$ cat src/lvn_table.sv
module lvn_table (
    input  logic       clk,
    input  logic       rst_n,
    input  logic       wr_en,
    input  logic [7:0] wr_addr,
    input  logic [7:0] wr_data,
    input  logic [7:0] rd_addr,
    output logic [7:0] rd_data
);
    // Entries not yet written read as their own index.
    logic [7:0]   mem [0:255];
    logic [255:0] written_reg;
    logic [7:0]   mem_q_reg;
    logic [7:0]   addr_q_reg;
    logic         hit_q_reg;

    always_ff @(posedge clk)
    begin
        if (wr_en)
        begin
            mem[wr_addr] <= wr_data;
        end
        mem_q_reg  <= mem[rd_addr];
        addr_q_reg <= rd_addr;
    end

    always_ff @(posedge clk or negedge rst_n)
    begin
        if (!rst_n)
        begin
            written_reg <= '0;
            hit_q_reg   <= 1'b0;
        end
        else
        begin
            hit_q_reg <= written_reg[rd_addr];
            if (wr_en)
            begin
                written_reg[wr_addr] <= 1'b1;
            end
        end
    end

    assign rd_data = hit_q_reg ? mem_q_reg : addr_q_reg;
endmodule

$ cat config.mk
export PLATFORM = sky130hd
export DESIGN_NAME = lvn_table
export DESIGN_NICKNAME = d
export VERILOG_FILES = /design/src/lvn_table.sv
export SDC_FILE = /design/constraint.sdc
export NUM_CORES = 2
export LEC_CHECK = 0
export BUFFER_PORTS_ARGS = -buffer_cell sky130_fd_sc_hd__buf_2
export CAP_MARGIN = 20
export CORE_MARGIN = 5
export CORE_UTILIZATION = 55
export DETAILED_ROUTE_END_ITERATION = 7
export GPL_TIMING_DRIVEN = 1
export PLACE_DENSITY = 0.73
export SLEW_MARGIN = 20
export SYNTH_ARGS = -nofsm -noshare
export SYNTH_HDL_FRONTEND = slang
export SYNTH_SLANG_ARGS = --single-unit
export TNS_END_PERCENT = 10
$ cat constraint.sdc
create_clock -name clk -period 1.9 [get_ports clk]
set_clock_uncertainty 0.15 [all_clocks]
set_input_delay 0.38 -clock clk [delete_from_list [all_inputs] [get_ports clk]]
set_output_delay 0.38 -clock clk [all_outputs]
set_load 0.01 [all_outputs]
# Word level (Yosys, flattened, before mapping)
# Memory sizes are Yosys's and may differ from the RTL's. A register that Yosys moved wholly into a read port is not among the register bits.
# Cells that the tools add are included.
[classes]
n_lt_le_gt_ge = 3
mux = 7
bitwise_logic = 1
n_reduce_logical = 1
[op_table]
columns = ["cell", "n"]
rows = [
  ["$or A256 B256 Y256", 1],
  ["$lt A8 B9 Y1 const B", 2],
  ["$bmux W1 S8", 1],
  ["$demux W1 S8", 1],
  ["$ge A8 B1 Y1 const B", 1],
  ["$mux W8", 1],
  ["$mux W1", 4],
  ["$logic_and A1 B1 Y1", 1],
]
[totals]
register_bits = 265
mem_bits_rw = 2048
input_bits = 27
output_inout_bits = 8
elab_cells = 16
mem_count = 1
[memory_table]
columns = ["name", "words", "word_bits", "rd", "rd_ports_with_merged_regs", "wr", "line_no", "rtl"]
rows = [
  ["mem", 256, 8, 1, 1, 1, "11", "logic [7:0] mem [0:255];"],
]

# Depth between registers and ports, before layout
[depth]
word_depth = 5
mapped_depth = 11
ltp_nobuf = 6

# Worst setup path before layout
# No wires, ideal clock.
[synth_path]
path_type = "input to register"
start = "input wr_addr[1]"
end = "memory mem[238][0], enable pin"
setup_ns = 0.373
arrival_ns = 1.844
required_time_ns = 1.377
path_slack_ns = -0.467
path_stages = 6
n_path_buf = 3
cell_sequence = "clkbuf_1 > nor2b_1 > clkbuf_1 > nand4_1 > clkbuf_1 > nor2_1"
[synth_rtl]
columns = ["item", "line_no", "rtl"]
rows = [
  ["from (decl)", "5", "input logic [7:0] wr_addr,"],
  ["to (decl)", "11", ""],
]
# Straight into the memory's write port.

# Final worst setup path
[layout_path]
start = "register hit_q_reg"
end = "output rd_data[1]"
[layout_between]
elab_chain_cells = 1
[layout_rtl]
columns = ["item", "line_no", "rtl"]
rows = [
  ["from (decl)", "15", "logic hit_q_reg;"],
  ["from (signal assigned)", "36", "hit_q_reg <= written_reg[rd_addr];"],
  ["$mux W8", "44", "assign rd_data = hit_q_reg ? mem_q_reg : addr_q_reg;"],
  ["to (decl)", "8", "output logic [7:0] rd_data"],
]
# No other way between the ends.

==> tab_implementation.tex <==
\begin{tabular}{lr}
\hline
Metric & Value \\
\hline
\multicolumn{2}{l}{\textbf{Outcome}} \\
\quad Outcome & finished with violations \\
\quad Violations in the final reports & setup timing \\
\multicolumn{2}{l}{\textbf{Critical path}} \\
\quad Crit path kind & flop to output pin \\
\quad Endpoint kind of the worst setup timing path & output pin \\
\quad Crit path max-delay family & flip-flops \\
\quad Endpoint arrival time on the critical path & around 2 ns \\
\quad Count of buffer and inverter cells on the critical path & 2 \\
\quad Critical path data required time & about 1.4 ns \\
\quad Most repeated library cell on the critical path & sky130\_fd\_sc\_hd\_\_buf\_6 \\
\quad Setup crit start kind & flop \\
\quad Biggest fanout along the worst timing path & 4 \\
\quad Largest stage delay, worst path & about 0.45 ns \\
\quad Cell with the largest stage delay on the worst path & sky130\_fd\_sc\_hd\_\_dfrtp\_2 \\
\quad Cell-by-cell trace of the critical path & buf\_6 > mux2\_4 > buf\_6 \\
\multicolumn{2}{l}{\textbf{Global routing}} \\
\quad Total congestion overflow & 0 \\
\quad Pin count of the biggest net entering global routing & 85 \\
\quad Via count of the first global-routing pass & between 50000 and 60000 \\
\quad Global-route wire length before repair & roughly 350 mm \\
\quad Global-route total usage across every layer & between 20\% and 30\% \\
\quad Initial antenna violation count & 12 \\
\multicolumn{2}{l}{\textbf{Placed design}} \\
\quad DP Cell Count & 7302 \\
\quad Final GP Congestion & $\sim$0.96 \\
\quad Count of port buffers added during placement & 34 \\
\quad HPWL after detailed placement & around 160 mm \\
\quad Post-place instance area & about 0.10 sq mm \\
\quad Worst setup timing slack at the placement stage & -1.74 ns \\
\multicolumn{2}{l}{\textbf{Detailed routing}} \\
\quad ANT nets after route & 0 \\
\quad Via density & around 6.4 \\
\quad Routed via count & slightly below 50000 \\
\quad Routed wire length & 240 mm \\
\quad DRC violations left & 0 \\
\quad Number of DRC violations after detailed-routing iteration 0 & 6770 \\
\quad First-pass detailed-route iteration total & 6 \\
\quad Wire length per cell & between 30 and 40 um \\
\multicolumn{2}{l}{\textbf{Clock tree}} \\
\quad Insertion delay to the later sink of the worst-skew pair & between 0.8 and 0.9 ns \\
\quad Setup Fix Bufs, Post-CTS & 0 \\
\quad Sinks on Clock Net & approximately 2300 \\
\quad Cell at the root of the clock tree & sky130\_fd\_sc\_hd\_\_clkbuf\_16 \\
\quad Clock buffer count from CTS & 221 \\
\quad CTS tree & built \\
\quad Deepest level of the CTS H-tree & 4 \\
\quad Clk buf depth & 3 \\
\quad Clk pin slew, worst setup/hold paths & $\sim$0.070 ns \\
\multicolumn{2}{l}{\textbf{Synthesis}} \\
\quad Post-synthesis sequential element count & approximately 2300 \\
\quad Total number of yosys warnings & 0 \\
\quad Number of distinct library cells after synthesis & 53 \\
\quad Net count after synthesis & 4515 \\
\quad Average cell area after synthesis & approximately 20 sq um \\
\quad Synthesized instance count & between 4000 and 5000 \\
\quad Sequential fraction of the synthesis area & between 70\% and 80\% \\
\quad Area of the mapped netlist & around 0.090 sq mm \\
\multicolumn{2}{l}{\textbf{Power and ir drop}} \\
\quad Reg power frac & between 50 and 60\% \\
\quad Switching Share & between 20\% and 30\% \\
\quad Maximum VDD drop & 1.10 mV \\
\quad Switching component of the power & between 20 and 25 mW \\
\quad Clock group share of total power & 42.4\% \\
\quad Cell-internal power & slightly below 90 mW \\
\quad Fraction of power consumed by combinational cells & under 10\% \\
\quad Leakage component of the power & $\sim$38 nW \\
\quad Pwr dens & $\sim$1000 mW/mm\^{}2 \\
\multicolumn{2}{l}{\textbf{Timing}} \\
\quad Final worst slack & -0.625 ns \\
\quad Post-Route Hold Slack & $\sim$0.075 ns \\
\quad Fraction of the cycle the final worst path needs & 133\% \\
\quad Final Max Slew Viols & 0 \\
\quad RSZ-0062 raised after global routing & yes \\
\quad Slew headroom & between 40 and 50\% \\
\quad Maximum frequency from static timing analysis & about 400 MHz \\
\quad Slew of the pin with the lowest slew margin & $\sim$0.83 ns \\
\quad Final Hold Vio Count & 0 \\
\quad Number of failing setup endpoints in the final timing report & 17 \\
\quad Period minus WS final & 2.53 ns \\
\multicolumn{2}{l}{\textbf{Cells and area}} \\
\quad Highest-count cells in the layout ignoring fill and taps & sky130\_fd\_sc\_hd\_\_edfxtp\_1 (2048), sky130\_fd\_sc\_hd\_\_buf\_4 (627), sky130\_fd\_sc\_hd\_\_mux4\_2 (481) \\
\quad Non-filler instance count after layout & a little under 8000 \\
\quad Ratio of cells with drive above 1 in the final layout & 42.5\% \\
\quad Number of nets in the layout & between 5000 and 6000 \\
\quad Most frequent standard cell in the layout excluding fill and tap cells & sky130\_fd\_sc\_hd\_\_edfxtp\_1 \\
\quad Area grow syn2layout & 23.5\% \\
\quad Post-Layout Inst Area & 0.111 sq mm \\
\quad Flip-flop count of the largest register, all copies and words added & between 2000 and 2500 \\
\multicolumn{2}{l}{\textbf{Floorplan}} \\
\quad Area of the placeable core & 0.163 sq mm \\
\quad Number of placed I/O pins & 35 \\
\quad Die outline area & $\sim$0.17 sq mm \\
\quad Vertical die dimension & 414 um \\
\quad Die W & between 400 and 500 um \\
\quad Initial core utilization & $\sim$55\% \\
\quad Number of rows created at floorplan & approximately 150 \\
\multicolumn{2}{l}{\textbf{Run}} \\
\quad Number of maximum-capacitance constraint violations & 0 \\
\multicolumn{2}{l}{\textbf{Hold path}} \\
\quad Type of the tightest min-delay check & input pin to flop \\
\hline
\end{tabular}
power by group through the flow:
stage          Clock (mW)  Combinational [mW]  Sequential (mW)
6_report             46.9                7.32             56.4
5_1_grt              49.5                7.64             56.4
4_1_cts              47.3                7.07             56.4
3_5_place_dp            0                6.83             57.4
3_3_place_gp            0                6.69             57.4
2_1_floorplan           0                3.30             57.3
layer usage:
layer  track usage [%]  wire length [um]
met2              43.8            114000
met5                 0                13
met3              6.04             25900
met1              40.1             88700
met4              11.8             11300
through the flow:
step,power (mW),utilization (%),setup TNS [ns]
after floorplan,60.6,-,-307.59
final,111,68.2,-7.58
after CTS,111,67.8,-8.72
after global placement,64.1,62.6,-252.98
after global routing,114,68.2,-7.94
after detailed placement,64.3,62.6,-264.58
area by class of cell:
cell class | instances | area [sq um]
antenna | 7 | 17.5
tap | 2175 | 2720
timing repair buffer | 912 | 9890
multi-input combinational | 1903 | 22000
clock buffer | 280 | 5980
fill | 9824 | 51700
clock inverter | 144 | 1940
sequential | 2321 | 68300
inverter | 3 | 11.3
tightest hold or removal path, delay by kind of cell:
| kind | cells | cell delay [ns] |
|---|---|---|
| buffers and inverters | 3 | 0.58 |
cell usage after synthesis, drive strengths merged:
cell type,number,area [sq um]
o21a,2,15.0
edfxtp,2048,61500
nor3b,2,20.0
a221oi,8,76.3
a211oi,32,240
nor4b,1,15.0
nand3,31,155
nand2b,9,56.3
or3b,2,17.5
mux4,486,11000
nor2,292,1100
a22o,3,26.3
and3,2,12.5
or2,262,1640
and2,3,18.8
nand2,33,124
nor4bb,1,10.0
o31ai,1,7.51
a311oi,1,8.76
buf,139,1040
and3b,4,35.0
mux2i,145,1450
o31a,7,61.3
a31oi,3,18.8
nand3b,3,22.5
nand4,11,68.8
a21oi,120,601
mux2,38,428
o21ai,37,185
nor4,32,200
o311ai,1,8.76
o221ai,44,385
a22oi,183,1370
inv,3,11.3
dfxtp,16,320
nor3,24,120
o32ai,2,17.5
clkbuf,122,459
a32oi,4,35.0
a2111oi,1,10.0
o22ai,45,282
nor2b,28,175
dfrtp,257,6430
worst paths after layout:
path / from / end / cells past startpoint / slack [ns]
max: hit_q_reg$_DFF_PN0_ / rd_data[1] / 3 / -0.63
min: rd_addr[0] / addr_q_reg[0]$_DFF_P_ / 3 / 0.07
max in group asynchronous: rst_n / written_reg[97]$_DFFE_PN0P_ / 3 / 1.12
min reg2reg: written_reg[76]$_DFFE_PN0P_ / written_reg[76]$_DFFE_PN0P_ / 1 / 0.31
min in group asynchronous: rst_n / written_reg[91]$_DFFE_PN0P_ / 3 / 0.09
max reg2reg: mem[223][5]$_DFFE_PP_ / mem_q_reg[5]$_DFF_P_ / 5 / -0.38
cell families after synthesis:
group	synth area share [%]
AO/OA/AOI/OAI	3.73
buffers and inverters	1.68
flip-flops	76.0
multiplexers	14.3
AND/OR/NAND/NOR	4.22
timing repair:
action                                 4_1_cts  5_1_grt
hold buffers                                18        0
resized for setup                           73      122
endpoints found under the hold margin     1110        0
gates cloned                                 0        2
setup endpoints to repair                   17      157
pin swaps                                   11       43
(Power assumes the default switching activity.)
